<file path="config.mk">
export PLATFORM = sky130hd
export DESIGN_NAME = vsl_vec_cell
export DESIGN_NICKNAME = d
export VERILOG_FILES = /design/src/hw/rtl/vsl_pkg.sv /design/src/hw/rtl/vsl_vec_cell.sv
export SDC_FILE = /design/constraint.sdc
export NUM_CORES = 1
export LEC_CHECK = 0
export BUFFER_PORTS_ARGS = -buffer_cell sky130_fd_sc_hd__buf_4
export CORE_AREA = 2 2 217 219
export DETAILED_ROUTE_END_ITERATION = 7
export DIE_AREA = 0 0 219 221
export GPL_TIMING_DRIVEN = 1
export PLACE_DENSITY = 0.46
export SYNTH_ARGS = -nofsm -noshare
export SYNTH_HDL_FRONTEND = slang
export SYNTH_SLANG_ARGS = --single-unit
</file>
<file path="constraint.sdc">
create_clock -name clk -period 4.3 [get_ports clk]
set_clock_uncertainty 0.1 [all_clocks]
set_input_delay 0.43 -clock clk [delete_from_list [all_inputs] [get_ports clk]]
set_output_delay 0.43 -clock clk [all_outputs]
set_load 0.05 [all_outputs]
</file>
<file path="src/hw/rtl/vsl_pkg.sv">
`timescale 1ns / 1ps
// ----------------------------------------------------------------------------
// Vector slerp package
// Types, fixed-point constants and the arctangent table shared by the
// slerp core and its cells.
// ----------------------------------------------------------------------------
package vsl_pkg;

  localparam int ATAN_ENTRIES = 24;
  localparam int HALF_PI_Q13  = 12868;
  localparam int PI_Q13       = 25736;
  localparam int GAIN_Q30     = 652032874;
  localparam int ONE_Q14      = 16384;
  localparam int SQRT_STEPS   = 15;
  localparam int DIV_STEPS    = 17;
  localparam logic [16:0] T_ONE = 17'd65536;

  typedef logic signed [15:0] comp_t;
  typedef comp_t [2:0] vec3_t;
  typedef logic signed [32:0] cord_t;
  typedef logic signed [16:0] ang_t;
  typedef logic [29:0] sqw_t;
  typedef logic [31:0] rem_t;
  typedef logic [16:0] quo_t;

  // Data that travels beside the arithmetic along the whole pipeline.
  typedef struct packed {
    vec3_t f;
    vec3_t g;
    logic [16:0] t;
    vec3_t lin;
    logic islin;
    logic [14:0] s;
    logic signed [15:0] c;
  } side_t;

  // Arctangent of 2^-i in Q3.13.
  function automatic ang_t atan_q13(input int idx);
    unique case (idx)
      0: return 17'sd6434;
      1: return 17'sd3798;
      2: return 17'sd2007;
      3: return 17'sd1019;
      4: return 17'sd511;
      5: return 17'sd256;
      6: return 17'sd128;
      7: return 17'sd64;
      8: return 17'sd32;
      9: return 17'sd16;
      10: return 17'sd8;
      11: return 17'sd4;
      12: return 17'sd2;
      13: return 17'sd1;
      default: return 17'sd0;
    endcase
  endfunction

  // Saturate a 20-bit signed value to a Q2.14 component.
  function automatic comp_t sat16(input logic signed [19:0] v);
    if (v > 20'sd32767) return 16'sh7fff;
    if (v < -20'sd32768) return 16'sh8000;
    return v[15:0];
  endfunction

endpackage

</file>
<file path="src/hw/rtl/vsl_vec_cell.sv">
`timescale 1ns / 1ps
// ----------------------------------------------------------------------------
// CORDIC vectoring cell
// One micro-rotation that drives y toward zero and sums the angle.
// ----------------------------------------------------------------------------
module vsl_vec_cell import vsl_pkg::*; #(
  parameter int I = 0
) (
  input  logic  clk,
  input  logic  rst_n,
  input  logic  vld_i,
  input  cord_t x_i,
  input  cord_t y_i,
  input  ang_t  z_i,
  input  side_t sd_i,
  output logic  vld_o,
  output cord_t x_o,
  output cord_t y_o,
  output ang_t  z_o,
  output side_t sd_o
);

  localparam ang_t AT = atan_q13(I);

  logic  vld_r;
  cord_t x_r, y_r, x_nxt, y_nxt;
  ang_t  z_r, z_nxt;
  side_t sd_r;

  // Rotate toward the x axis by the step angle.
  always_comb begin
    if (y_i > 0) begin
      x_nxt = x_i + (y_i >>> I);
      y_nxt = y_i - (x_i >>> I);
      z_nxt = z_i + AT;
    end else begin
      x_nxt = x_i - (y_i >>> I);
      y_nxt = y_i + (x_i >>> I);
      z_nxt = z_i - AT;
    end
  end

  always_ff @(posedge clk) begin
    if (!rst_n) begin
      vld_r <= 1'b0;
    end else begin
      vld_r <= vld_i;
    end
  end

  always_ff @(posedge clk) begin
    x_r  <= x_nxt;
    y_r  <= y_nxt;
    z_r  <= z_nxt;
    sd_r <= sd_i;
  end

  assign vld_o = vld_r;
  assign x_o   = x_r;
  assign y_o   = y_r;
  assign z_o   = z_r;
  assign sd_o  = sd_r;

endmodule

</file>
==> flow_summary.json <==
{
  "htree_levels": 2,
  "slew_headroom_pct": 39.7,
  "drv_slew": 0,
  "grt_pass1_wl_um": 88000,
  "slowest_stage": "fa_1",
  "p_leak_uw": 0.00926,
  "grt-ovfl-total": 0,
  "cts_buffer_depth": 3,
  "core_um2": 46100,
  "ir_drop_uv": 360,
  "crit_chain": "buf_4 > nor4_1 > buf_4 > nand4_1 > nor2_1 > or2_2 > inv_2 > fa_1 > nor2b_1 > o21ai_0 > a21boi_1 > o211ai_1 > a21oi_1 > nor3_1 > o41ai_1 > a21oi_1 > xnor2_1",
  "vias": 12176,
  "critical_path.startpoint": "y_i[9]",
  "hpwl_um": 51100,
  "postSynthAreaPerCell_um2": 9.65,
  "synth_ff_type": "dfxtp_1",
  "drt_iter0_drc": 859,
  "finalCritPeriodShare_pct": 81.1,
  "antenna_found_initial": 7,
  "yosysMostFrequentCell": "dfxtp_1",
  "wl_per_cell_um": 23.9,
  "crit_path_start_kind": "input pin",
  "tns_ps": 0,
  "path_class": "in -> reg",
  "synth_area_leaders": "dfxtp_1 (47%), ha_1 (12%), xnor2_1 (5.4%), a21oi_1 (5.0%), inv_1 (3.0%)",
  "max-cap-violations": 0,
  "io_buffer_count": 555,
  "synth_top_area_share_pct": 46.8,
  "clock_sinks": 276,
  "hold_violations": 0,
  "outcome": "completed",
  "cts_buffers": 36,
  "critPathCaptureType": "flip-flop",
  "yosys_warnings": 0,
  "drc_errors": 0,
  "synth_seq_cells": 276,
  "synthCells": 1224,
  "cp.arrival_ps": 3830,
  "critical_path.max_stage_delay_ps": 410,
  "crit_required_ps": 4640,
  "final_cell_area_um2": 19800,
  "initial_utilization_pct": 25.7,
  "post_cts_resize_count": 0,
  "hold_class": "in -> reg",
  "cts_tree": "yes",
  "drive_gt1_share_pct": 33.0,
  "max_freq_mhz": 287,
  "grt.total_usage_pct": 25.2,
  "dr.pass1.iters": 5,
  "async_flop_share_pct": 0,
  "clk_pin_slew_worst_paths_ps": 60,
  "placed_area_um2": 16700,
  "fp.dieW_um": 219,
  "area_growth_pct": 67.9,
  "ys_top_cells_by_count": "dfxtp_1 (276), a21oi_1 (119), ha_1 (110)",
  "gp_congestion": 0.910,
  "rsz0062_at_grt": "no",
  "cp_max_fo": 7,
  "num_rows": 79,
  "ys_types": 76,
  "die_h_um": 221,
  "ios": 556,
  "seq_area_frac_synth_pct": 46.8,
  "final_nets": 2387,
  "syn-cell-area_um2": 11800,
  "synth_top_area_cell": "dfxtp_1",
  "cts_root_buf": "clkbuf_16",
  "post-route-min-period_ps": 3490,
  "crit_end": "z_o[15]",
  "die_area_um2": 48400,
  "synth_edf_count": 0,
  "ff_latch_area_um2": 5530,
  "ant_nets": 0,
  "fillCellCount": 4514,
  "grt_max_degree": 53,
  "multi_input_area_um2": 5680,
  "drt_wl_total_um": 63000,
  "setup_violations": 0,
  "power_uw": 8850,
  "synth_fp_nets": 1617,
  "power_per_cell_area_nw_per_um2": 446,
  "worstMarginPinSlew_ps": 902,
  "vias_per_cell": 4.63,
  "grt_pass1_vias": 12229
}
[what timing repair did]
item                      4_1_cts  5_1_grt
setup buffers                   0        0
hold endpoints to repair      195        0
hold buffers                  196        0
[worst min path at each step]
| stage | from | to | slack (ps) | depth (start not counted) |
|---|---|---|---|---|
| floorplan | sd_i[0] | sd_o[0] | 360 | 0 |
| global placement | sd_i[26] | sd_o[26] | 440 | 1 |
| detailed placement | sd_i[99] | sd_o[99] | 440 | 1 |
| CTS | z_i[1] | z_o[1] | 10 | 2 |
| global route | z_i[1] | z_o[1] | 30 | 2 |
| finish | z_i[1] | z_o[1] | 40 | 2 |
[cells in the final DEF (no fill, tap or decap), drive strengths merged, types with 44 or more instances in the layout]
master and n:
ha 110, xnor2 73, dlygate4sd3 196, nand2 60
buf 579, dfxtp 276, inv 108, a21oi 122
clkbuf 44, o21ai 76, nor2 87
[final cells by class]
| type | instances | area share [%] |
|---|---|---|
| antenna | 5 | 0.0631 |
| clock buffer | 44 | 4.84 |
| clock inverter | 18 | 0.959 |
| inverter | 107 | 2.02 |
| multi-input combinational | 798 | 28.6 |
| sequential | 276 | 27.8 |
| tap | 607 | 3.83 |
| timing repair buffer | 775 | 31.8 |
[where the power goes]
part / internal [uW] / leakage [uW] / switching [uW]
combinational: 1000 / 0.00638 / 1930
clock: 1730 / 0.000553 / 1240
sequential: 2840 / 0.00233 / 107
total: 5570 / 0.00926 / 3280
[flip-flops by register name, summed over array words and instances, names as in the netlist]
signal	cells
vld_o	1
x_o	32
y_o	33
sd_o	193
z_o	17
[kinds of logic after synthesis]
family	after synthesis	share of synthesized area, %
adder cells (fa/ha/maj)	114	12.3
AND/OR/NAND/NOR	256	10.3
multiplexers	18	1.52
XOR/XNOR	76	5.63
flip-flops	276	46.8
AO/OA/AOI/OAI	334	18.3
buffers and inverters	150	5.16
[routing by layer]
metal  GRT usage (%)  wire, um
met1            30.6     25800
met2            41.9     29500
met3            5.92      4570
met4            11.2      3040
met5               0        20
[critical path: cells and delay by family]
kind | cells | cell delay, ps
AOI/OAI and AO/OA | 6 | 1220
buffers and inverters | 3 | 390
xor gates and xnor gates | 1 | 140
and+or+nand+nor | 6 | 1220
adders and majority gates | 1 | 410
[per-stage QoR]
step / cells / worst slack [ps] / hold WS [ps] / util (%)
2_1_floorplan: 1224 / 343 / 358 / -
5_1_grt: 2628 / 437 / 28.7 / 43.1
6_report: 2630 / 812 / 41.0 / 43.1
3_5_place_dp: 2367 / 200 / 435 / 36.3
3_3_place_gp: 2367 / 257 / 435 / 36.3
4_1_cts: 2625 / 786 / 10.6 / 43.0
Note: power is estimated with default switching activity, not from simulation.
