`src/hw/rtl/vsl_pkg.sv`:
```
`timescale 1ns / 1ps
// ----------------------------------------------------------------------------
// Vector slerp package
// Types, fixed-point constants and the arctangent table shared by the
// slerp core and its cells.
// ----------------------------------------------------------------------------
package vsl_pkg;

  localparam int ATAN_ENTRIES = 24;
  localparam int HALF_PI_Q13  = 12868;
  localparam int PI_Q13       = 25736;
  localparam int GAIN_Q30     = 652032874;
  localparam int ONE_Q14      = 16384;
  localparam int SQRT_STEPS   = 15;
  localparam int DIV_STEPS    = 17;
  localparam logic [16:0] T_ONE = 17'd65536;

  typedef logic signed [15:0] comp_t;
  typedef comp_t [2:0] vec3_t;
  typedef logic signed [32:0] cord_t;
  typedef logic signed [16:0] ang_t;
  typedef logic [29:0] sqw_t;
  typedef logic [31:0] rem_t;
  typedef logic [16:0] quo_t;

  // Data that travels beside the arithmetic along the whole pipeline.
  typedef struct packed {
    vec3_t f;
    vec3_t g;
    logic [16:0] t;
    vec3_t lin;
    logic islin;
    logic [14:0] s;
    logic signed [15:0] c;
  } side_t;

  // Arctangent of 2^-i in Q3.13.
  function automatic ang_t atan_q13(input int idx);
    unique case (idx)
      0: return 17'sd6434;
      1: return 17'sd3798;
      2: return 17'sd2007;
      3: return 17'sd1019;
      4: return 17'sd511;
      5: return 17'sd256;
      6: return 17'sd128;
      7: return 17'sd64;
      8: return 17'sd32;
      9: return 17'sd16;
      10: return 17'sd8;
      11: return 17'sd4;
      12: return 17'sd2;
      13: return 17'sd1;
      default: return 17'sd0;
    endcase
  endfunction

  // Saturate a 20-bit signed value to a Q2.14 component.
  function automatic comp_t sat16(input logic signed [19:0] v);
    if (v > 20'sd32767) return 16'sh7fff;
    if (v < -20'sd32768) return 16'sh8000;
    return v[15:0];
  endfunction

endpackage

```
`src/hw/rtl/vsl_div_cell.sv`:
```
`timescale 1ns / 1ps
// ----------------------------------------------------------------------------
// Divider cell
// One quotient bit of a restoring divide by the sine, for all three lanes.
// ----------------------------------------------------------------------------
module vsl_div_cell import vsl_pkg::*; #(
  parameter int K = 0
) (
  input  logic       clk,
  input  logic       rst_n,
  input  logic       vld_i,
  input  rem_t       rem_i [3],
  input  quo_t       q_i [3],
  input  logic [2:0] neg_i,
  input  side_t      sd_i,
  output logic       vld_o,
  output rem_t       rem_o [3],
  output quo_t       q_o [3],
  output logic [2:0] neg_o,
  output side_t      sd_o
);

  logic       vld_r;
  rem_t       rem_r [3], rem_nxt [3];
  quo_t       q_r [3], q_nxt [3];
  logic [2:0] neg_r;
  side_t      sd_r;
  rem_t       dv;

  // Subtract the shifted divisor where it fits.
  always_comb begin
    dv = rem_t'(sd_i.s) << K;
    for (int k = 0; k < 3; k++) begin
      if (rem_i[k] >= dv) begin
        rem_nxt[k] = rem_i[k] - dv;
        q_nxt[k]   = q_i[k] | (quo_t'(1) << K);
      end else begin
        rem_nxt[k] = rem_i[k];
        q_nxt[k]   = q_i[k];
      end
    end
  end

  always_ff @(posedge clk) begin
    if (!rst_n) begin
      vld_r <= 1'b0;
    end else begin
      vld_r <= vld_i;
    end
  end

  always_ff @(posedge clk) begin
    rem_r <= rem_nxt;
    q_r   <= q_nxt;
    neg_r <= neg_i;
    sd_r  <= sd_i;
  end

  assign vld_o = vld_r;
  assign rem_o = rem_r;
  assign q_o   = q_r;
  assign neg_o = neg_r;
  assign sd_o  = sd_r;

endmodule

```
`config.mk`:
```
export PLATFORM = sky130hd
export DESIGN_NAME = vsl_div_cell
export DESIGN_NICKNAME = d
export VERILOG_FILES = /design/src/hw/rtl/vsl_pkg.sv /design/src/hw/rtl/vsl_div_cell.sv
export SDC_FILE = /design/constraint.sdc
export NUM_CORES = 1
export LEC_CHECK = 0
export ABC_AREA = 1
export ABC_CLOCK_PERIOD_IN_PS = 3790
export BUFFER_PORTS_ARGS = -buffer_cell sky130_fd_sc_hd__buf_4
export CAP_MARGIN = 25
export CORE_AREA = 2 2 270 272
export DETAILED_ROUTE_END_ITERATION = 16
export DIE_AREA = 0 0 272 274
export RECOVER_POWER = 50
export SYNTH_ARGS = -nofsm -noshare
export SYNTH_HDL_FRONTEND = slang
export SYNTH_SLANG_ARGS = --single-unit
```
`constraint.sdc`:
```
create_clock -name clk -period 3.79 [get_ports clk]
set_input_delay 0.379 -clock clk [delete_from_list [all_inputs] [get_ports clk]]
set_output_delay 0.379 -clock clk [all_outputs]
set_load 0.005 [all_outputs]
```
==> results.md <==
* Warnings, synthesis at 0
* Leakage at 0.0113 µW
* Vias in the first global route at 14,000
* Most frequent cells in the layout: nand2_1 (507), buf_4 (345), dfxtp_1 (344)
* Total track usage at 0.199
* Post-synth top flop: dfxtp_1
* Die Ht at 274 µm
* Post-synthesis cell area at 0.0131 mm²
* Cell chosen for the clock root: clkbuf_16
* Status: finished, final reports clean
* Worst hold path startpoint: rem_i[44]
* Final min period at 2640 ps
* Placer Congestion at 0.935
* CP peak stage delay at 530 ps
* Worst EP required at 4220 ps
* Synthesized area per cell at 8.11 µm²
* # IOs at 690
* Worst slew pin tran at 495 ps
* Antenna violations before repair at 31
* First-pass DRT Iterations at 5
* Power Density at 452 mW/mm²
* Max Buffers Root-to-Sink at 3
* TritonCTS Buffers at 43
* Final Net Count at 2,990
* Max Slew Vio Count at 0
* Postcts setup bufs at 0
* Clk sink count at 344
* Largest net degree at the start of global routing at 37
* Ranking of synthesized cells by area: dfxtp_1 (52%), nand2_1 (15%), inv_1 (6.8%)
* Syn nets at 2,013
* Non-filler cells, final at 3,594
* Gr ovfl total at 0
* EDFF count, synth at 0
* Slowest cell on crit path: dlygate4sd3_1
* Worst Setup End Kind: flop
* Width of the die at 272 µm
* Final ANT Viol Nets at 0
* VDD IR max at 0.343 mV
* Crit path DAT at 3070 ps
* Crit path cell chain: dlygate4sd3_1 > clkbuf_1 > inv_1 > ha_1 > nand2_1 > nor2_1 > o21ai_1 > nand2_1 > a21oi_2 > nand2_2 > inv_4 > o21ai_0
* Cell mode on critical path: nand2_1
* Starting Density at 0.182
* Placed cell count at 3,257
* Count of final setup violators at 0
* First-pass GRT wire length at 105,000 µm
* H-Tree Depth at 2
* Critical path's top delay family: buffers and inverters
* CP Launch Type: input pin
* Fmax at 379 MHz
* Cell taking the most area after synthesis: dfxtp_1
* RSZ-0062 raised after global routing: no
* Hold Vio Cnt, Final at 0
* Flops & latches, synth at 344
* Site Rows at 99
* Hold path depth at 3
* DRT iter0 DRCs at 758
* CP Buf/Inv Count at 4
* Commonest non-fill, non-tap cell in the layout: nand2_1
* Worst Path Max Fanout at 35
* Routed wire per std cell at 21.6 µm
* Netlist cell types at 39
* Die area at 0.0745 mm²
* Share of the synthesized area in the top cell type at 0.525
* Clk slew on worst S/H paths at 60 ps
* Number of I/O port buffers at 689
* MaxCap Viol Count at 0
* Via count at 14,100
* Final period utilization at 0.696
* Hold Path Sink: rem_o[44]$_DFF_P_
* CTS tree: yes
* Layout cell share with drive strength beyond 1 at 0.311
* Hpwl dp at 65,000 µm
* Max_slew headroom at 0.670
* Final setup TNS at 0 ps
* Fill cell count at 7,623
* CORE AREA at 0.0720 mm²
* DRC at 0
* Final WL at 77,500 µm
* Asr flop ratio synth at 0
* Crit path kind: in2reg
* Area Overhead vs Synth at 78.1%
* Vias per std cell at 3.93
* Hold crit path type: in2reg
* Seq/Total Area, Yosys at 0.525
* Post-synthesis cell count at 1,619
## synthesized netlist by cell type (4+ instances only)
| library cell | instances |
|---|---|
| o21ai_1 | 18 |
| buf_6 | 7 |
| nand3b_1 | 5 |
| nand3_1 | 70 |
| xnor2_1 | 20 |
| nand2_1 | 507 |
| nor2_1 | 126 |
| ha_1 | 45 |
| nor3_1 | 32 |
| nand2_2 | 13 |
| nand4_1 | 25 |
| dfxtp_1 | 344 |
| o21bai_1 | 4 |
| inv_1 | 238 |
| nor3_2 | 4 |
| or2_2 | 8 |
| o21ai_0 | 15 |
| o21ai_2 | 25 |
| a21oi_2 | 24 |
| xor2_1 | 12 |
| nor2_2 | 6 |
| a21oi_1 | 44 |
## state kept, by name (all words and copies together), names as in the netlist
name,count
vld_o,1
q_o,51
rem_o,96
neg_o,3
sd_o,193
## layer usage
metal,wire length [µm],vias up,global-route usage,part of all wire
met5,77,-,0,0.00099
met1,30700,6482,0.233,0.40
met4,1730,12,0.0424,0.022
met3,5530,107,0.0499,0.071
met2,39400,549,0.367,0.51
li1,-,6988,-,-
## what timing repair did
item | in CTS | in global routing
gates resized for setup | 0 | 0
hold buffers | 253 | 0
endpoints found under the hold margin | 252 | 0
## layout make-up
type | instances | area, µm² | area share
Inverter | 246 | 942 | 0.0403
Timing Repair Buffer | 942 | 7570 | 0.324
Sequential cell | 344 | 6890 | 0.295
Antenna cell | 8 | 20.0 | 0.000856
Tap cell | 959 | 1200 | 0.0513
Multi-Input combinational cell | 1019 | 5160 | 0.221
Clock buffer | 60 | 1270 | 0.0544
Clock inverter | 16 | 332 | 0.0142
## cell families after synthesis
logic type | Yosys count | synth area share
buffers and inverters | 256 | 0.0820
and+or+nand+nor | 804 | 0.257
adders and majority gates | 48 | 0.0475
DFF | 344 | 0.525
AOI/OAI and AO/OA | 135 | 0.0679
xor gates and xnor gates | 32 | 0.0214
## per-stage QoR
step / hold slack (ps) / total power, µW / area [µm²] / setup slack [ps] / utilization
after floorplan: 407 / 4670 / 13100 / 1850 / -
after global placement: 483 / 5810 / 19400 / 1150 / 0.269
after detailed placement: 484 / 5800 / 19400 / 1110 / 0.269
after CTS: 0.971 / 10800 / 23500 / 1170 / 0.327
after global routing: 13.3 / 11000 / 23400 / 970 / 0.325
final: 39.1 / 10600 / 23400 / 1150 / 0.325
## report_power, final
group | total [µW] | switching, µW | internal, µW
logic | 1920 | 970 | 949
clock network | 4640 | 1690 | 2950
registers | 4000 | 106 | 3900
total | 10600 | 2760 | 7800
## worst max path at each step
| stage | from | to | cells past startpoint |
|---|---|---|---|
| 4_1_cts | sd_i[21] | rem_o[9]$_DFF_P_ | 12 |
| 3_3_place_gp | sd_i[21] | rem_o[9]$_DFF_P_ | 11 |
| 2_1_floorplan | rem_i[32] | rem_o[37]$_DFF_P_ | 12 |
| 3_5_place_dp | sd_i[21] | rem_o[9]$_DFF_P_ | 11 |
| 5_1_grt | sd_i[21] | rem_o[7]$_DFF_P_ | 15 |
| 6_report | sd_i[21] | rem_o[9]$_DFF_P_ | 12 |
No activity file was read; power rests on OpenSTA's default activity.
