$ cat config.mk
export PLATFORM = sky130hd
export DESIGN_NAME = vsl_rot_cell
export DESIGN_NICKNAME = d
export VERILOG_FILES = /design/src/hw/rtl/vsl_pkg.sv /design/src/hw/rtl/vsl_rot_cell.sv
export SDC_FILE = /design/constraint.sdc
export NUM_CORES = 1
export LEC_CHECK = 0
export BUFFER_PORTS_ARGS = -buffer_cell sky130_fd_sc_hd__buf_2
export CAP_MARGIN = 20
export CORE_ASPECT_RATIO = 0.5
export CORE_MARGIN = 5
export CORE_UTILIZATION = 25
export DETAILED_ROUTE_END_ITERATION = 16
export PLACE_DENSITY = 0.5
export SLEW_MARGIN = 20
export SYNTH_ARGS = -nofsm -noshare
export SYNTH_HDL_FRONTEND = slang
export SYNTH_SLANG_ARGS = --single-unit
$ cat constraint.sdc
create_clock -name clk -period 7.75 [get_ports clk]
set_input_delay 0.3875 -clock clk [delete_from_list [all_inputs] [get_ports clk]]
set_output_delay 0.3875 -clock clk [all_outputs]
set_load 0.005 [all_outputs]
$ cat src/hw/rtl/vsl_pkg.sv
`timescale 1ns / 1ps
// ----------------------------------------------------------------------------
// Vector slerp package
// Types, fixed-point constants and the arctangent table shared by the
// slerp core and its cells.
// ----------------------------------------------------------------------------
package vsl_pkg;

  localparam int ATAN_ENTRIES = 24;
  localparam int HALF_PI_Q13  = 12868;
  localparam int PI_Q13       = 25736;
  localparam int GAIN_Q30     = 652032874;
  localparam int ONE_Q14      = 16384;
  localparam int SQRT_STEPS   = 15;
  localparam int DIV_STEPS    = 17;
  localparam logic [16:0] T_ONE = 17'd65536;

  typedef logic signed [15:0] comp_t;
  typedef comp_t [2:0] vec3_t;
  typedef logic signed [32:0] cord_t;
  typedef logic signed [16:0] ang_t;
  typedef logic [29:0] sqw_t;
  typedef logic [31:0] rem_t;
  typedef logic [16:0] quo_t;

  // Data that travels beside the arithmetic along the whole pipeline.
  typedef struct packed {
    vec3_t f;
    vec3_t g;
    logic [16:0] t;
    vec3_t lin;
    logic islin;
    logic [14:0] s;
    logic signed [15:0] c;
  } side_t;

  // Arctangent of 2^-i in Q3.13.
  function automatic ang_t atan_q13(input int idx);
    unique case (idx)
      0: return 17'sd6434;
      1: return 17'sd3798;
      2: return 17'sd2007;
      3: return 17'sd1019;
      4: return 17'sd511;
      5: return 17'sd256;
      6: return 17'sd128;
      7: return 17'sd64;
      8: return 17'sd32;
      9: return 17'sd16;
      10: return 17'sd8;
      11: return 17'sd4;
      12: return 17'sd2;
      13: return 17'sd1;
      default: return 17'sd0;
    endcase
  endfunction

  // Saturate a 20-bit signed value to a Q2.14 component.
  function automatic comp_t sat16(input logic signed [19:0] v);
    if (v > 20'sd32767) return 16'sh7fff;
    if (v < -20'sd32768) return 16'sh8000;
    return v[15:0];
  endfunction

endpackage

$ cat src/hw/rtl/vsl_rot_cell.sv
`timescale 1ns / 1ps
// ----------------------------------------------------------------------------
// CORDIC rotation cell
// One micro-rotation for each of the two partial-angle sine lanes.
// ----------------------------------------------------------------------------
module vsl_rot_cell import vsl_pkg::*; #(
  parameter int I = 0
) (
  input  logic  clk,
  input  logic  rst_n,
  input  logic  vld_i,
  input  cord_t x_i [2],
  input  cord_t y_i [2],
  input  ang_t  z_i [2],
  input  side_t sd_i,
  output logic  vld_o,
  output cord_t x_o [2],
  output cord_t y_o [2],
  output ang_t  z_o [2],
  output side_t sd_o
);

  localparam ang_t AT = atan_q13(I);

  logic  vld_r;
  cord_t x_r [2], y_r [2], x_nxt [2], y_nxt [2];
  ang_t  z_r [2], z_nxt [2];
  side_t sd_r;

  // Turn each lane toward its residual angle.
  always_comb begin
    for (int l = 0; l < 2; l++) begin
      if (z_i[l] >= 0) begin
        x_nxt[l] = x_i[l] - (y_i[l] >>> I);
        y_nxt[l] = y_i[l] + (x_i[l] >>> I);
        z_nxt[l] = z_i[l] - AT;
      end else begin
        x_nxt[l] = x_i[l] + (y_i[l] >>> I);
        y_nxt[l] = y_i[l] - (x_i[l] >>> I);
        z_nxt[l] = z_i[l] + AT;
      end
    end
  end

  always_ff @(posedge clk) begin
    if (!rst_n) begin
      vld_r <= 1'b0;
    end else begin
      vld_r <= vld_i;
    end
  end

  always_ff @(posedge clk) begin
    x_r  <= x_nxt;
    y_r  <= y_nxt;
    z_r  <= z_nxt;
    sd_r <= sd_i;
  end

  assign vld_o = vld_r;
  assign x_o   = x_r;
  assign y_o   = y_r;
  assign z_o   = z_r;
  assign sd_o  = sd_r;

endmodule

==> results.env, run 1 <==
CTSHTREEMAXLEVEL=2
POST_SYNTH.CELL_AREA_AVG_SQ_UM=8.89
DETAIL_ROUTE.DRC_VIOLATIONS=0
ROUTED-VIA-COUNT=19242
YOSYS_REGISTER_BITS=358
CAP_VIOLATIONS=0
ASYNC_FLOP_SHARE_PCT=0
DETAIL-ROUTE-ANTENNA-NETS=0
DP.FINAL_HPWL_MM=71.6
ITER_0_DRT_VIOLATIONS=1859
POST_ROUTE_CELLS_DRIVE_ABOVE_1_SHARE_PCT=27.0
VIA_COUNT_OF_THE_FIRST_GLOBAL_ROUTING_PASS=18782
ARRIVAL_NS=3.99
MAXIMUM_BUFFER_DEPTH_OF_THE_CLOCK_TREE=3
FLOORPLAN_ROW_COUNT=71
FILLER_CELL_COUNT=7787
SYNTH_TOP_CELL_AREA_SHARE_PCT=37.9
PLACEDINSTANCEAREA_SQ_UM=23500
SYNTH.YOSYS.WARNINGS=0
GRT_SETUP_UNREPAIRED='false'
FIRSTDRTPASSITERS=5
POST_SYNTH_EDFFS=0
BUFFERS_ADDED_ON_PORTS=721
STATIC-LEAKAGE-POWER_nW=12.8
WORST_EP_REQUIRED_TIME_NS=8.24
CLOCK_TREE_FROM_TRITONCTS='yes'
ROUTABILITYCONGESTION=0.909
CRITPATHCAPTURETYPE='flip-flop'
P_PER_AREA_nW_PER_UM2=212
SYNTHMOSTINSTANTIATEDCELL='sky130_fd_sc_hd__dfxtp_1'
CLKTRANSATPATHREGS_NS=0.07
SYNTHESIZED_CELL_AREA_SQ_UM=18900
FINALHOLDVIOLATIONS=0
RUN_STATUS='finished, final reports clean'
FINAL_MIN_PERIOD_OVER_CLOCK_PERIOD_PCT=45.2
DIE_HEIGHT_UM=205
POST_SYNTH_MAIN_AREA_CONTRIBUTORS='sky130_fd_sc_hd__dfxtp_1, sky130_fd_sc_hd__ha_1, sky130_fd_sc_hd__xnor2_1'
IOS=722
GRT_REMAINING_OVERFLOW=0
INITIAL_UTILIZATION_PCT=25.2
POSTROUTEWIRELENGTH_MM=88.2
PATH_MAX_FANOUT=16
TOTAL_CTS_BUFFERS=36
STARTPOINT_TYPE='input port'
CTSROOTBUFFERMASTER='sky130_fd_sc_hd__clkbuf_16'
TRITONCTS_NUM_SINKS=358
VDD.IR_DROP.WORST_mV=0.120
COREAREA_SQ_UM=75100
MAXCLOCKFREQUENCY_GHz=0.286
HOLDCRITPATHCLASS='in -> reg'
ANTENNA_VIOLATIONS_BEFORE_REPAIR=45
ROUTE.DETAILED.WL_PER_INST_UM=21.7
MAXIMUM_NUMBER_OF_PINS_ON_ONE_NET_BEFORE_GLOBAL_ROUTE_REPAIR=59
TIMING.SLEW.HEADROOM_PCT=34.3
WORSTHOLDSTART='z_i[18]'
COUNT_OF_PINS_OVER_THEIR_SLEW_LIMIT=0
TIMING.CRITICAL_PATH.FROM='x_i[4]'
SYNTH.NET_COUNT=2719
GRT_FIRST_PASS_WIRELENGTH_MM=124
DIE_AREA_SQ_UM=81700
NETLIST_INSTANCES=2129
FP.DIEW_UM=399
CRIT_TYPE='in -> reg'
YS_TOP_CELLS_BY_COUNT='sky130_fd_sc_hd__dfxtp_1, sky130_fd_sc_hd__ha_1, sky130_fd_sc_hd__a21oi_1'
CTS-RESIZED-GATES=0
SYNTHDOMINANTAREACELLTYPE='sky130_fd_sc_hd__dfxtp_1'
SYNTH_SEQ_AREA_SHARE_PCT=37.9
SYNTH_TOP_FLOP_CELL='sky130_fd_sc_hd__dfxtp_1'
FINAL_COUNT_OF_NEGATIVE_SETUP_SLACK_ENDPOINTS=0
GRT_UTIL_ALL_LAYERS_PCT=20.3
AREA_GROWTH_PCT=41.4
FINAL_CELL_AREA_SQ_UM=26800
MIN_PERIOD_NS=3.50
SYNTH.LIB_CELLS_USED.DISTINCT=82
FIN_SETUP_TNS_NS=0
VIASPERCELL=4.73
WORST_SLEW_PIN_SLEW_NS=0.973
FIN_NETS=3597
power breakdown:
| part | switching (mW) | total [mW] | internal, mW |
|---|---|---|---|
| clock | 0.808 | 1.89 | 1.08 |
| combinational | 0.921 | 1.60 | 0.678 |
| sequential | 0.0933 | 2.19 | 2.09 |
sequential cells by signal, indices dropped and copies added (netlist names):
signal	flops
z_o	34
vld_o	1
sd_o	193
y_o	64
x_o	66
layer usage:
layer  vias up  track usage (%)  share of wire, %
li1       9121                -                 -
met1      9184             27.9                44
met2       787             30.7                44
met3       126             6.94               9.8
met4        24             4.92               1.9
met5         -                0              0.19
critical path, stage by stage:
cell	delay (ns)
sky130_fd_sc_hd__buf_2	0.11
sky130_fd_sc_hd__inv_1	0.05
sky130_fd_sc_hd__ha_1	0.51
sky130_fd_sc_hd__inv_1	0.21
sky130_fd_sc_hd__o221ai_1	0.19
sky130_fd_sc_hd__a211oi_1	0.57
sky130_fd_sc_hd__a21oi_2	0.19
sky130_fd_sc_hd__o41ai_1	0.65
sky130_fd_sc_hd__a211o_1	0.32
sky130_fd_sc_hd__a311o_1	0.27
sky130_fd_sc_hd__a311oi_1	0.15
sky130_fd_sc_hd__mux2i_1	0.22
sky130_fd_sc_hd__xnor2_1	0.14
final timing paths:
kind                  slack [ns]  cells past startpoint  endpoint
worst max-delay path        4.25                     13   x_o[28]
worst min-delay path        0.05                      2   z_o[18]
cell usage in the layout, fill, tap and decap left out, types with 7 or more instances in the layout:
cell type	synthesis	layout
sky130_fd_sc_hd__o21a_1	21	21
sky130_fd_sc_hd__mux2i_1	29	29
sky130_fd_sc_hd__clkbuf_8	0	9
sky130_fd_sc_hd__o21ai_0	112	112
sky130_fd_sc_hd__and2_1	11	11
sky130_fd_sc_hd__diode_2	0	15
sky130_fd_sc_hd__nand2b_1	25	25
sky130_fd_sc_hd__a211oi_1	14	14
sky130_fd_sc_hd__ha_1	220	220
sky130_fd_sc_hd__xnor2_1	125	125
sky130_fd_sc_hd__clkbuf_16	0	36
sky130_fd_sc_hd__nand4_1	16	16
sky130_fd_sc_hd__nor2_1	174	174
sky130_fd_sc_hd__a311oi_1	7	7
sky130_fd_sc_hd__buf_2	12	721
sky130_fd_sc_hd__a21o_1	39	39
sky130_fd_sc_hd__o31ai_1	27	27
sky130_fd_sc_hd__or3_1	14	14
sky130_fd_sc_hd__o41ai_1	7	7
sky130_fd_sc_hd__nor4_1	16	16
sky130_fd_sc_hd__nand2_1	79	79
sky130_fd_sc_hd__inv_1	198	197
sky130_fd_sc_hd__nor2b_1	20	20
sky130_fd_sc_hd__and3_1	9	9
sky130_fd_sc_hd__nor3_1	45	45
sky130_fd_sc_hd__o21bai_1	41	41
sky130_fd_sc_hd__dfxtp_1	358	358
sky130_fd_sc_hd__fa_1	8	8
sky130_fd_sc_hd__xor2_1	27	27
sky130_fd_sc_hd__o211ai_1	13	13
sky130_fd_sc_hd__dlygate4sd3_1	0	194
sky130_fd_sc_hd__a21oi_1	217	217
sky130_fd_sc_hd__a31oi_1	11	11
sky130_fd_sc_hd__nand3_1	39	39
metrics by stage:
step	hold slack [ns]	util [%]	cells	power [mW]	setup WS [ns]
final	0.0479	35.6	4069	5.68	4.25
after global routing	0.0195	35.6	4061	5.96	3.96
after CTS	0.00420	35.6	4054	5.72	4.33
after detailed placement	0.491	31.3	3797	3.72	3.73
after global placement	0.489	31.3	3797	3.73	3.71
after floorplan	0.415	-	2129	2.99	4.34
cell families after synthesis:
logic type               count (synthesis)  synth area share, %
AND/OR/NAND/NOR                        473                 11.9
flip-flops                             358                 37.9
multiplexers                            30                 1.59
adder cells (fa/ha/maj)                228                 15.4
AO/OA/AOI/OAI                          599                 20.3
XOR/XNOR                               152                 7.03
buffers and inverters                  289                 5.89
final cells by class:
type                            instances  area, sq um  area share [%]
Antenna cell                           15         37.5           0.140
Tap cell                             1022         1280            4.78
Timing Repair Buffer                  921         5600            20.9
Clock inverter                         14          211           0.790
Inverter                              208          781            2.92
Clock buffer                           49         1040            3.89
Multi-Input combinational cell       1482        10600            39.8
Sequential cell                       358         7170            26.8
timing repair:
item,in CTS,in global routing
setup buffers,0,0
hold buffers,194,0
hold endpoints to repair,194,0
No activity file was read; power rests on OpenSTA's default activity.
==> run 2: changes to the inputs <==
- clock period: 7.75 -> 3.4 ns (I/O delays scaled with it)
==> run 2 against run 1 <==
Design area increased by 4.4%. Largest power group unchanged. Setup slack got worse by 4.1 ns. Sequential power increased by 130%. Clock power grew 140%.
==> results.env, run 2 (synthesis gave the netlist of run 1 again) <==
LARGEST_REGISTER_FFS=193
MAX_STAGE_DELAY_NS=0.53
FIN_NETS=3731
P_SW_SHARE_PCT=31.9
DETAIL-ROUTE-ANTENNA-NETS=0
WORST_EP_REQUIRED_TIME_NS=3.88
DETAIL_ROUTE.DRC_VIOLATIONS=0
CRITPATHCAPTURETYPE='flip-flop'
ROUTE.DETAILED.WL_PER_INST_UM=21.2
MAXCLOCKFREQUENCY_GHz=0.303
ROUTABILITYCONGESTION=0.926
ROUTED-VIA-COUNT=19891
TIMING.CRITICAL_PATH.SLOWEST_STAGE_CELL='sky130_fd_sc_hd__dlygate4sd3_1'
INITIAL_UTILIZATION_PCT=25.2
MAXIMUM_NUMBER_OF_PINS_ON_ONE_NET_BEFORE_GLOBAL_ROUTE_REPAIR=80
P_PER_AREA_nW_PER_UM2=478
SHARE_COMB_OF_TOTAL_POWER_PCT=28.9
CAP_VIOLATIONS=0
FIRSTDRTPASSITERS=5
MIN_PERIOD_NS=3.30
VIASPERCELL=4.73
FILLER_CELL_COUNT=7759
TIMING.CRITICAL_PATH.FROM='y_i[33]'
POSTROUTEWIRELENGTH_MM=89.2
HOLDWS_NS=0.0146
LAYOUT.CELLS.MOST_COMMON='sky130_fd_sc_hd__buf_2'
FP.DIEW_UM=399
DP.FINAL_HPWL_MM=72.4
WORSTHOLDSTART='y_i[32]'
FIN_CELLS=4204
POWER_SWITCHING_mW=4.27
CRITICAL_PATH_BUF_INV_COUNT=3
BUFFERS_ADDED_ON_PORTS=721
MAXIMUM_BUFFER_DEPTH_OF_THE_CLOCK_TREE=3
LAYOUT_COMMON_CELLS='sky130_fd_sc_hd__buf_2, sky130_fd_sc_hd__dfxtp_1, sky130_fd_sc_hd__dlygate4sd3_1'
CRIT_TYPE='in -> reg'
COREAREA_SQ_UM=75100
POST-PLACE-CELLS=3892
WORST_SLEW_PIN_SLEW_NS=0.965
MULTIINPUTGATEAREA_SQ_UM=10700
VIA_COUNT_OF_THE_FIRST_GLOBAL_ROUTING_PASS=19688
TIMING.SLEW.HEADROOM_PCT=35.7
TOTAL_CTS_BUFFERS=37
GRT_FIRST_PASS_WIRELENGTH_MM=127
STATIC-LEAKAGE-POWER_nW=13.5
POST_ROUTE_CELLS_DRIVE_ABOVE_1_SHARE_PCT=29.2
STARTPOINT_TYPE='input port'
GRT_UTIL_ALL_LAYERS_PCT=20.5
FINAL_MIN_PERIOD_OVER_CLOCK_PERIOD_PCT=96.9
HOLDCRITPATHCLASS='in -> reg'
CTSROOTBUFFERMASTER='sky130_fd_sc_hd__clkbuf_16'
CRITICAL_PATH.TOP_DELAY_FAMILY='compound AO/OA/AOI/OAI gates'
ANTENNA_VIOLATIONS_BEFORE_REPAIR=31
ARRIVAL_NS=3.78
RUN_STATUS='finished, final reports clean'
GRT_REMAINING_OVERFLOW=0
PRECTSSETUPSLACK_NS=-0.0824
POWER.INTERNAL_mW=9.11
FLOORPLAN_ROW_COUNT=71
ITER_0_DRT_VIOLATIONS=1746
AREA_GROWTH_PCT=47.6
CLKTRANSATPATHREGS_NS=0.07
CP_CELL_INSTANCES='dlygate4sd3_1 > buf_2 > ha_1 > fa_1 > a221oi_2 > o31ai_2 > a2111oi_2 > buf_4 > nor3_1 > o21ai_1 > a311oi_1 > or2_1 > a41oi_1 > xor2_1'
DIE_HEIGHT_UM=205
FINAL_CRITICAL_PATH_SETUP_SLACK_NS=0.104
COUNT_OF_PINS_OVER_THEIR_SLEW_LIMIT=0
FINAL_COUNT_OF_NEGATIVE_SETUP_SLACK_ENDPOINTS=0
CTSHTREEMAXLEVEL=2
IOS=722
PATH_MAX_FANOUT=5
POWER.SHARE.CLOCK_PCT=33.8
POWER.SEQUENTIAL.FRACTION_PCT=37.4
FINAL-SEQ-AREA_SQ_UM=7170
VDD.IR_DROP.WORST_mV=0.294
DIE_AREA_SQ_UM=81700
FINALHOLDVIOLATIONS=0
TRITONCTS_NUM_SINKS=358
CLOCK_TREE_FROM_TRITONCTS='yes'
## run 2: per-stage QoR
stage / utilization, % / TNS (ns) / cell area (sq um) / power [mW]
floorplan: - / 0 / 18900 / 6.82
global placement: 32.3 / -0.00106 / 24200 / 8.68
detailed placement: 32.3 / -0.356 / 24200 / 8.66
CTS: 37.1 / 0 / 27900 / 13.5
global route: 37.2 / -0.0147 / 27900 / 14.0
finish: 37.2 / 0 / 27900 / 13.4
## run 2: routing by layer
| metal | routed length, um | track usage, % | vias up |
|---|---|---|---|
| li1 | - | - | 9403 |
| met1 | 39000 | 28.2 | 9603 |
| met2 | 39600 | 31.9 | 745 |
| met3 | 9160 | 6.72 | 118 |
| met4 | 1300 | 3.46 | 22 |
| met5 | 145 | 0 | - |
## run 2: repair_timing
item                                    in CTS  in global routing
endpoints found under the setup margin       0                 12
gates resized for setup                      0                 10
endpoints found under the hold margin      228                  0
buffers inserted                             0                  1
hold buffers                               231                  0
## run 2: worst paths after layout
path | end | slack, ns | cells past startpoint
max | x_o[65] | 0.10 | 14
min | y_o[32] | 0.01 | 3
## run 2: power groups by stage
stage / combinational, mW / sequential, mW / clock, mW
finish: 3.86 / 5.00 / 4.52
global route: 4.18 / 5.04 / 4.80
CTS: 3.84 / 5.00 / 4.64
detailed placement: 3.59 / 5.07 / 0
global placement: 3.60 / 5.08 / 0
floorplan: 1.73 / 5.09 / 0
## run 2: cell type report
type | count | area share (%)
Multi-Input combinational cell | 1482 | 38.2
Sequential cell | 358 | 25.6
Timing Repair Buffer | 1054 | 23.9
Tap cell | 1022 | 4.58
Clock buffer | 46 | 3.62
Inverter | 208 | 2.79
Clock inverter | 20 | 1.07
Antenna cell | 14 | 0.125
