File: src/hw/rtl/vsl_pkg.sv
`timescale 1ns / 1ps
// ----------------------------------------------------------------------------
// Vector slerp package
// Types, fixed-point constants and the arctangent table shared by the
// slerp core and its cells.
// ----------------------------------------------------------------------------
package vsl_pkg;

  localparam int ATAN_ENTRIES = 24;
  localparam int HALF_PI_Q13  = 12868;
  localparam int PI_Q13       = 25736;
  localparam int GAIN_Q30     = 652032874;
  localparam int ONE_Q14      = 16384;
  localparam int SQRT_STEPS   = 15;
  localparam int DIV_STEPS    = 17;
  localparam logic [16:0] T_ONE = 17'd65536;

  typedef logic signed [15:0] comp_t;
  typedef comp_t [2:0] vec3_t;
  typedef logic signed [32:0] cord_t;
  typedef logic signed [16:0] ang_t;
  typedef logic [29:0] sqw_t;
  typedef logic [31:0] rem_t;
  typedef logic [16:0] quo_t;

  // Data that travels beside the arithmetic along the whole pipeline.
  typedef struct packed {
    vec3_t f;
    vec3_t g;
    logic [16:0] t;
    vec3_t lin;
    logic islin;
    logic [14:0] s;
    logic signed [15:0] c;
  } side_t;

  // Arctangent of 2^-i in Q3.13.
  function automatic ang_t atan_q13(input int idx);
    unique case (idx)
      0: return 17'sd6434;
      1: return 17'sd3798;
      2: return 17'sd2007;
      3: return 17'sd1019;
      4: return 17'sd511;
      5: return 17'sd256;
      6: return 17'sd128;
      7: return 17'sd64;
      8: return 17'sd32;
      9: return 17'sd16;
      10: return 17'sd8;
      11: return 17'sd4;
      12: return 17'sd2;
      13: return 17'sd1;
      default: return 17'sd0;
    endcase
  endfunction

  // Saturate a 20-bit signed value to a Q2.14 component.
  function automatic comp_t sat16(input logic signed [19:0] v);
    if (v > 20'sd32767) return 16'sh7fff;
    if (v < -20'sd32768) return 16'sh8000;
    return v[15:0];
  endfunction

endpackage

File: src/hw/rtl/vsl_sqrt_cell.sv
`timescale 1ns / 1ps
// ----------------------------------------------------------------------------
// Square root cell
// One bit-pair step of a restoring integer square root, registered.
// ----------------------------------------------------------------------------
module vsl_sqrt_cell import vsl_pkg::*; #(
  parameter int K = 0
) (
  input  logic  clk,
  input  logic  rst_n,
  input  logic  vld_i,
  input  sqw_t  v_i,
  input  sqw_t  r_i,
  input  side_t sd_i,
  output logic  vld_o,
  output sqw_t  v_o,
  output sqw_t  r_o,
  output side_t sd_o
);

  localparam sqw_t BIT = sqw_t'(1) << (2 * K);

  logic  vld_r;
  sqw_t  v_r, v_nxt, r_r, r_nxt, trial;
  side_t sd_r;

  // Try to take the current bit into the root.
  always_comb begin
    trial = r_i + BIT;
    if (v_i >= trial) begin
      v_nxt = v_i - trial;
      r_nxt = (r_i >> 1) + BIT;
    end else begin
      v_nxt = v_i;
      r_nxt = r_i >> 1;
    end
  end

  always_ff @(posedge clk) begin
    if (!rst_n) begin
      vld_r <= 1'b0;
    end else begin
      vld_r <= vld_i;
    end
  end

  always_ff @(posedge clk) begin
    v_r  <= v_nxt;
    r_r  <= r_nxt;
    sd_r <= sd_i;
  end

  assign vld_o = vld_r;
  assign v_o   = v_r;
  assign r_o   = r_r;
  assign sd_o  = sd_r;

endmodule

File: config.mk
export PLATFORM = sky130hd
export DESIGN_NAME = vsl_sqrt_cell
export DESIGN_NICKNAME = d
export VERILOG_FILES = /design/src/hw/rtl/vsl_pkg.sv /design/src/hw/rtl/vsl_sqrt_cell.sv
export SDC_FILE = /design/constraint.sdc
export NUM_CORES = 1
export LEC_CHECK = 0
export ABC_CLOCK_PERIOD_IN_PS = 7400
export BUFFER_PORTS_ARGS = -buffer_cell sky130_fd_sc_hd__buf_4
export CORE_AREA = 4 4 196 198
export CTS_CLUSTER_SIZE = 30
export DETAILED_ROUTE_END_ITERATION = 6
export DIE_AREA = 0 0 200 202
export GPL_TIMING_DRIVEN = 0
export SLEW_MARGIN = 20
export SYNTH_ARGS = -nofsm -noshare
export SYNTH_HDL_FRONTEND = slang
export SYNTH_SLANG_ARGS = --single-unit
File: constraint.sdc
create_clock -name clk -period 7.4 [get_ports clk]
set_input_delay 0.74 -clock clk [delete_from_list [all_inputs] [get_ports clk]]
set_output_delay 0.74 -clock clk [all_outputs]
set_load 0.01 [all_outputs]
==> impl_metrics.py, run 1 <==
metrics = {
    "status": {
        "outcome": "finished clean",
    },
    "synthesis": {
        "ys_types": 49,
        "synth_seq_cells": 254,
        "yosys.area.top_type_share_pct": 63.1,
        "synth.yosys.seq_area_share_pct": 63.1,
        "synth_area_um2": 8050,
        "syn-num-nets": 985,
        "synth_ff_type": "dfxtp_1",
        "synth_warnings": 0,
        "yosysTopAreaCell": "dfxtp_1",
        "synthArstFlopShare_pct": 0,
        "syn_avg_cell_area_um2": 11.6,
        "synthTopCellsByArea": "dfxtp_1 63%, ha_1 5.0%, xor2_1 4.9%, xnor2_1 3.8%, nand2_1 3.2%",
        "syn_inst": 696,
        "synth-edff-count": 0,
    },
    "drt": {
        "via_count": 7304,
        "post_drt_wl_per_cell_um": 23.1,
        "first_iter_violations": 291,
        "drcViolationCount": 0,
        "ant_nets": 0,
        "wl_mm": 40.2,
        "vias_per_cell": 4.20,
        "drt_pre_antenna_iters": 7,
    },
    "clock_tree": {
        "cts_max_level": 1,
        "cts_buffer_depth": 3,
        "numCtsBuffers": 30,
        "cts_resized": 0,
        "cts_sinks": 254,
        "post_cts_buffers": 0,
        "path_clk_slew_ns": 0.06,
        "root_buffer": "clkbuf_16",
        "cts_tree": "done",
        "cts_hold_buf": 0,
    },
    "timing": {
        "slew_headroom_pct": 38.5,
        "worst_pin_slew_ns": 0.916,
        "fin_ws_ns": 2.16,
        "clock.fmax_mhz": 191,
        "rsz0062_at_grt": "no",
        "finalSetupTns_ns": 0,
        "post-route-period-util_pct": 70.9,
        "fin_crit_ns": 5.24,
        "setup_viol": 0,
        "drv_slew": 0,
        "hold_viol_final": 0,
    },
    "critical_path": {
        "crit_top_cell": "and3_1",
        "cp.required_ns": 7.78,
        "critPathBufInv": 6,
        "path_cells": "buf_4 -> ha_1 -> and3_1 -> and3_1 -> and3_1 -> and3_1 -> and3_1 -> clkbuf_1 -> and2_1 -> clkbuf_1 -> nand2_1 -> xor2_1 -> ha_1 -> buf_2 -> and4_1 -> nand3_1 -> or3_1 -> a211o_1 -> a21oi_4 -> nor2_1 -> buf_6 -> clkbuf_1 -> nand2_1 -> o21ai_0",
        "cp-end-kind": "flop",
        "cp.arrival_ns": 5.62,
        "critPathKind": "input pin to flop",
        "path_max_fanout": 10,
        "slowest_stage": "or3_1",
        "cp-start-kind": "input pin",
        "crit_family": "simple AND/OR/NAND/NOR gates",
        "crit_path_max_incr_delay_ns": 0.39,
    },
    "worst_hold_path": {
        "worstHoldStart": "sd_i[170]",
        "hold_path_class": "input pin to flop",
        "hold_end": "sd_o[170]$_DFF_P_",
        "whs_path_depth": 1,
    },
    "placement": {
        "io_buffers": 508,
        "dp_slack_ns": 1.57,
        "hpwl_mm": 33.9,
        "routabilityCongestion": 0.901,
    },
    "layout": {
        "layout-drive-gt1-share_pct": 46.8,
        "nets": 1525,
        "final_common_cell": "buf_4",
        "area_growth_pct": 67.9,
        "mostFrequentLayoutCells": "508 x buf_4, 254 x dfxtp_1, 68 x nand2_1",
    },
    "die": {
        "die_x_um": 200,
        "ios": 510,
        "die-area_um2": 40400,
        "fp-row-count": 70,
        "core-area_um2": 36500,
        "start_util_pct": 22.1,
        "dieHeight_um": 202,
    },
    "global_route": {
        "track_usage_pct": 18.7,
        "grt_first_pass_wirelength_mm": 54.7,
        "antenna_found_initial": 20,
        "overflow": 0,
        "grt_max_degree": 16,
        "grt_pass1_vias": 7603,
    },
    "power_and_ir_drop": {
        "peakVddDrop_mv": 0.143,
        "leakage_nw": 6.35,
        "p_total_mw": 3.59,
        "p_per_area_nw_per_um2": 266,
    },
    "run": {
        "drv_cap": 0,
    },
}
cell usage after synthesis, types with 5 or more instances:
cell type and number:
dfxtp_1 254, nand2_1 68, xor2_1 45, o21ai_0 37, xnor2_1 35, ha_1 32, a21oi_1 22, nor2_1 19
a21o_1 17, and3_1 17, inv_1 15, nand3_1 15, clkbuf_1 11, o21ai_1 11, nor3_2 9, nand4_1 8
a31oi_1 6, buf_2 6, o21bai_1 6, nor3_1 5, o211ai_1 5
stage by stage:
step	cell area (um^2)	utilization (%)	instances	hold slack (ns)
after floorplan	8050	-	696	0.768
after global placement	12500	34.1	1672	0.844
after detailed placement	12500	34.1	1672	0.845
after CTS	13500	37.0	1728	0.228
after global routing	13500	37.0	1732	0.232
final	13500	37.0	1738	0.261
routing by layer:
| layer | track usage [%] | up-vias | wire length, um |
|---|---|---|---|
| li1 | - | 3475 | - |
| met1 | 20.8 | 3415 | 14500 |
| met2 | 31.9 | 338 | 19800 |
| met3 | 7.60 | 64 | 4630 |
| met4 | 6.77 | 12 | 1150 |
| met5 | 0 | - | 77 |
power by group:
part | switching (mW) | total [mW] | internal [mW]
sequential | 0.0308 | 1.50 | 1.47
clock | 0.613 | 1.52 | 0.909
combinational | 0.286 | 0.575 | 0.289
worst max-delay path by stage:
stage / startpoint / endpoint / slack (ns) / depth (start not counted)
floorplan: r_i[1] / v_o[21]$_DFF_P_ / 2.57 / 24
global placement: r_i[1] / v_o[16]$_DFF_P_ / 1.61 / 24
detailed placement: r_i[2] / v_o[16]$_DFF_P_ / 1.57 / 24
CTS: r_i[2] / v_o[16]$_DFF_P_ / 2.16 / 24
global route: r_i[2] / v_o[21]$_DFF_P_ / 1.82 / 25
finish: r_i[2] / v_o[16]$_DFF_P_ / 2.16 / 24
state kept, by name (all words and copies together) (netlist names):
signal and flops:
r_o 30, sd_o 193, v_o 30, vld_o 1
cell type report:
cell class / count / area (um^2)
clock buffer: 42 / 886
multi-input combinational: 408 / 2820
timing repair buffer: 508 / 3810
sequential: 254 / 5080
antenna: 10 / 25.0
fill: 3713 / 23000
clock inverter: 14 / 158
buffer: 19 / 93.8
tap: 468 / 586
inverter: 15 / 56.3
kinds of logic (layout without fill, tap and decap cells):
logic type	after synthesis	count (layout)	share of synthesized area, %
fa+ha+maj	33	33	5.22
other cells	0	10	0
flops	254	254	63.1
simple gates	166	166	10.7
mux	3	3	0.419
buf+inv	34	598	1.86
compound gates	126	126	9.94
xor+xnor	80	80	8.70
Power figures use the tool's default switching activity.
==> run 2: changes to the inputs <==
ABC_CLOCK_PERIOD_IN_PS = 4700   (was 7400)
clock period = 4.7 ns   (was 7.4 ns; I/O delays follow)
==> run 2 against run 1 <==
  * Cell count rose by 11%
  * Critical path depth down 1
  * Combinational power is 84% higher
  * Final area grew 14%
  * Worst hold slack got worse by 0.16 ns
  * Sequential share of layout area is 4.8 points lower
  * Highest routed layer unchanged
==> impl_metrics.py, run 2 (synthesis gave the netlist of run 1 again) <==
metrics = {
    "placement": {
        "numPlacedInstances": 1672,
        "io_buffers": 508,
        "hpwl_mm": 33.9,
        "routabilityCongestion": 0.901,
    },
    "critical_path": {
        "cp-start-kind": "input pin",
        "cp.arrival_ns": 4.89,
        "critPathKind": "input pin to flop",
        "cp-end-kind": "flop",
        "cp.required_ns": 5.12,
        "path_max_fanout": 10,
    },
    "clock_tree": {
        "cts_max_level": 1,
        "cts_sinks": 254,
        "cts_buffer_depth": 3,
        "root_buffer": "clkbuf_16",
        "cts_tree": "done",
        "numCtsBuffers": 30,
        "path_clk_slew_ns": 0.06,
    },
    "drt": {
        "first_iter_violations": 324,
        "drt_pre_antenna_iters": 4,
        "ant_nets": 0,
        "drcViolationCount": 0,
        "via_count": 8047,
        "vias_per_cell": 4.17,
        "post_drt_wl_per_cell_um": 22.0,
        "wl_mm": 42.6,
    },
    "timing": {
        "post-route-period-util_pct": 95.0,
        "clock.fmax_mhz": 224,
        "hold_viol_final": 0,
        "setup_viol": 0,
        "fin_crit_ns": 4.47,
        "slew_headroom_pct": 37.8,
        "worst_pin_slew_ns": 0.926,
        "drv_slew": 0,
        "finalSetupTns_ns": 0,
    },
    "layout": {
        "final_common_cell": "buf_4",
        "area_growth_pct": 92.2,
        "multi_input_area_um2": 2840,
        "mostFrequentLayoutCells": "509 x buf_4, 254 x dfxtp_1, 193 x dlygate4sd3_1",
        "nets": 1716,
        "largest_reg_flops": 193,
        "stdcell_count": 1932,
        "fill_cells": 3524,
        "layout-drive-gt1-share_pct": 41.1,
        "regArea_um2": 5080,
    },
    "global_route": {
        "grt_first_pass_wirelength_mm": 58.9,
        "grt_pass1_vias": 8510,
        "grt_max_degree": 16,
        "track_usage_pct": 19.7,
        "overflow": 0,
        "antenna_found_initial": 17,
    },
    "die": {
        "core-area_um2": 36500,
        "dieHeight_um": 202,
        "die_x_um": 200,
        "start_util_pct": 22.1,
        "fp-row-count": 70,
        "die-area_um2": 40400,
        "ios": 510,
    },
    "power_and_ir_drop": {
        "power_frac_comb_pct": 18.3,
        "p_sw_mw": 1.52,
        "p_seq_share_pct": 40.5,
        "p_int_mw": 4.30,
        "leakage_nw": 7.16,
        "peakVddDrop_mv": 0.224,
        "p_clk_share_pct": 41.2,
        "switching_share_pct": 26.1,
        "p_per_area_nw_per_um2": 376,
    },
    "status": {
        "outcome": "finished clean",
    },
    "run": {
        "drv_cap": 0,
    },
    "worst_hold_path": {
        "hold_path_class": "input pin to flop",
        "whs_path_depth": 2,
    },
}
## run 2: changes by cell type in the layout (fill, tap and decap cells not counted), sizes merged
cell,change
buf,+1
clkbuf,-3
diode,+3
dlygate4sd3,+193
## run 2: per-layer routing
metal / track usage (%) / vias up / wire (um)
li1: - / 3858 / -
met1: 23.1 / 3760 / 16600
met2: 34.7 / 348 / 21000
met3: 5.32 / 77 / 3500
met4: 6.43 / 4 / 1440
met5: 0 / - / 31
## run 2: worst paths after layout
check     from              end  slack (ns)
max     r_i[2]  v_o[21]$_DFF_P_        0.23
min    r_i[10]   r_o[9]$_DFF_P_        0.10
## run 2: stage by stage
stage	power, mW	area (um^2)	hold slack [ns]	worst slack, ns	utilization (%)
after floorplan	2.75	8050	0.498	0.137	-
after detailed placement	3.32	12500	0.575	-0.856	34.1
after CTS	5.91	15400	0.0649	0.0867	42.2
after global placement	3.32	12500	0.574	-0.823	34.1
after global routing	6.07	15500	0.0847	-0.00770	42.4
final	5.82	15500	0.104	0.234	42.4
## run 2: power by group through the flow
stage	clock (mW)	combinational, mW	sequential [mW]
final	2.40	1.06	2.36
after global placement	0	0.916	2.40
after global routing	2.56	1.14	2.37
after floorplan	0	0.276	2.48
after detailed placement	0	0.919	2.40
after CTS	2.47	1.07	2.36
## run 2: what timing repair did
item,in CTS,in global routing
gates resized for setup,2,5
hold endpoints to repair,193,0
pin swaps,0,1
hold buffers,193,0
setup buffers,0,1
endpoints found under the setup margin,51,49
## run 2: cell type report
| class | instances | area share (%) |
|---|---|---|
| clock buffers | 42 | 5.72 |
| multi-input cells | 408 | 18.3 |
| repair buffers | 702 | 37.2 |
| well taps | 468 | 3.78 |
| flip-flops and latches | 254 | 32.9 |
| diodes | 13 | 0.210 |
| clock inverters | 14 | 1.02 |
| plain buffers | 16 | 0.542 |
| inverters | 15 | 0.364 |
## run 2: critical path, cell delays in order
cell and delay [ns]:
buf_4 0.11, ha_1 0.17, and3_1 0.20, and3_1 0.19
and3_1 0.21, and3_1 0.23, and3_4 0.26, and2_4 0.19
nand2_1 0.10, xor2_2 0.19, ha_1 0.28, buf_2 0.16
and4_1 0.22, nand3_1 0.14, or3_1 0.39, a211o_1 0.33
a21oi_4 0.21, nor2_1 0.10, buf_6 0.17, buf_6 0.16
buf_2 0.20, nand2_1 0.09, o21ai_0 0.10
==> run 3: changes to the inputs <==
ABC_CLOCK_PERIOD_IN_PS = 5700   (was 4700)
CORE_AREA = 5 5 197 199   (was 4 4 196 198)
DIE_AREA = 0 0 202 204   (was 0 0 200 202)
TNS_END_PERCENT = 50   (was not set)
clock period = 5.7 ns   (was 4.7 ns; I/O delays follow)
==> run 3 against run 2 <==
  * Critical path type unchanged
  * Cell count decreased by 10%
  * Clock power fell by 12%
  * Combinational power fell by 30%
  * Non-clock buffer count down 191
  * Die area grew 2.0%
  * Core utilization is 5.7 points lower
  * Flip-flop and latch count unchanged
  * Sequential share of layout area increased by 4.6 points
  * Power shrank 18%
  * Highest routed layer unchanged
  * Final area decreased by 12%
==> impl_metrics.py, run 3 (synthesis gave the netlist of run 1 again) <==
metrics = {
    "timing": {
        "worst_pin_slew_ns": 0.928,
        "whs_ns": 0.110,
        "finalSetupTns_ns": 0,
        "fin_crit_ns": 5.15,
        "hold_viol_final": 0,
        "slew_headroom_pct": 37.7,
        "post-route-period-util_pct": 90.3,
        "clock.fmax_mhz": 194,
        "setup_viol": 0,
        "rsz0062_at_grt": "no",
        "drv_slew": 0,
    },
    "die": {
        "dieHeight_um": 204,
        "ios": 510,
        "die_x_um": 202,
        "die-area_um2": 41200,
        "core-area_um2": 37000,
        "start_util_pct": 21.7,
        "fp-row-count": 71,
    },
    "clock_tree": {
        "cts_resized": 0,
        "cts_sinks": 254,
        "numCtsBuffers": 31,
        "cts_max_level": 1,
        "post_cts_buffers": 0,
        "cts_buffer_depth": 3,
        "cts_tree": "done",
        "cts_hold_buf": 0,
        "path_clk_slew_ns": 0.06,
        "root_buffer": "clkbuf_16",
    },
    "run": {
        "drv_cap": 0,
    },
    "layout": {
        "layout-drive-gt1-share_pct": 46.7,
        "mostFrequentLayoutCells": "508 x buf_4, 254 x dfxtp_1, 68 x nand2_1",
        "area_growth_pct": 68.6,
        "largest_reg_flops": 193,
        "nets": 1526,
        "final_common_cell": "buf_4",
        "fill_cells": 3699,
    },
    "drt": {
        "ant_nets": 0,
        "first_iter_violations": 233,
        "post_drt_wl_per_cell_um": 23.2,
        "vias_per_cell": 4.21,
        "via_count": 7318,
        "drt_pre_antenna_iters": 4,
        "wl_mm": 40.3,
        "drcViolationCount": 0,
    },
    "global_route": {
        "overflow": 0,
        "grt_pass1_vias": 7627,
        "grt_first_pass_wirelength_mm": 55.1,
        "track_usage_pct": 18.3,
        "antenna_found_initial": 13,
        "grt_max_degree": 15,
    },
    "critical_path": {
        "critPathKind": "input pin to flop",
        "crit_end": "v_o[22]$_DFF_P_",
        "crit_start": "r_i[1]",
        "cp-start-kind": "input pin",
        "cp-end-kind": "flop",
        "cp.required_ns": 6.07,
        "path_max_fanout": 10,
        "cp.arrival_ns": 5.51,
    },
    "status": {
        "outcome": "finished clean",
    },
    "worst_hold_path": {
        "hold_path_class": "input pin to flop",
        "worstHoldStart": "sd_i[162]",
        "whs_path_depth": 1,
    },
    "power_and_ir_drop": {
        "p_per_area_nw_per_um2": 353,
        "leakage_nw": 6.38,
        "peakVddDrop_mv": 0.234,
    },
    "placement": {
        "hpwl_mm": 34.1,
        "io_buffers": 508,
        "routabilityCongestion": 0.857,
    },
}
run 3: metrics by stage:
| stage | util (%) | power [mW] | std cells | worst slack, ns | cell area [um^2] |
|---|---|---|---|---|---|
| after floorplan | - | 2.27 | 696 | 1.04 | 8050 |
| after global placement | 33.6 | 2.74 | 1678 | 0.0701 | 12500 |
| after detailed placement | 33.6 | 2.74 | 1678 | 0.0517 | 12500 |
| after CTS | 36.6 | 4.87 | 1734 | 0.641 | 13600 |
| after global routing | 36.6 | 5.00 | 1736 | 0.201 | 13600 |
| final | 36.7 | 4.79 | 1739 | 0.552 | 13600 |
run 3: worst min-delay path by stage:
| stage | slack [ns] | end |
|---|---|---|
| detailed placement | 0.68 | sd_o[134]$_DFF_P_ |
| CTS | 0.07 | sd_o[162]$_DFF_P_ |
| global placement | 0.68 | sd_o[92]$_DFF_P_ |
| floorplan | 0.60 | sd_o[0]$_DFF_P_ |
| global route | 0.08 | sd_o[113]$_DFF_P_ |
| finish | 0.11 | sd_o[162]$_DFF_P_ |
run 3: final cells by class:
type | count | area (um^2) | area share (%)
multi-input combinational | 408 | 2820 | 20.8
clock inverter | 16 | 245 | 1.81
antenna | 5 | 12.5 | 0.0921
tap | 474 | 593 | 4.37
buffer | 19 | 93.8 | 0.691
clock buffer | 40 | 860 | 6.33
inverter | 15 | 56.3 | 0.415
sequential | 254 | 5080 | 37.4
timing repair buffer | 508 | 3810 | 28.1
run 3: where the power goes:
| group | total [mW] | leakage (nW) | switching, mW | internal, mW |
|---|---|---|---|---|
| Combinational | 0.747 | 3.70 | 0.372 | 0.376 |
| Clock | 2.10 | 0.536 | 0.768 | 1.33 |
| Sequential | 1.95 | 2.14 | 0.0413 | 1.90 |
| Total | 4.79 | 6.38 | 1.18 | 3.61 |
run 3: critical path: stages:
cell,delay (ns)
buf_4,0.11
ha_1,0.18
and3_1,0.20
and3_1,0.20
and3_1,0.20
and3_1,0.23
and3_1,0.17
clkbuf_1,0.30
and2_1,0.18
clkbuf_1,0.24
nand2_1,0.10
xor2_1,0.19
ha_1,0.28
buf_2,0.17
and4_1,0.23
nand3_1,0.14
or3_1,0.37
a211o_1,0.32
a21oi_4,0.24
nor2_1,0.11
buf_6,0.18
buf_6,0.16
buf_2,0.20
nand2_1,0.09
o21ai_0,0.14
run 3: metal layers:
| metal | global-route usage, % | up-vias | wire [um] |
|---|---|---|---|
| met2 | 30.7 | 322 | 19200 |
| li1 | - | 3466 | - |
| met4 | 7.93 | 16 | 1890 |
| met1 | 19.9 | 3435 | 14800 |
| met5 | 0 | - | 81 |
| met3 | 8.70 | 79 | 4320 |
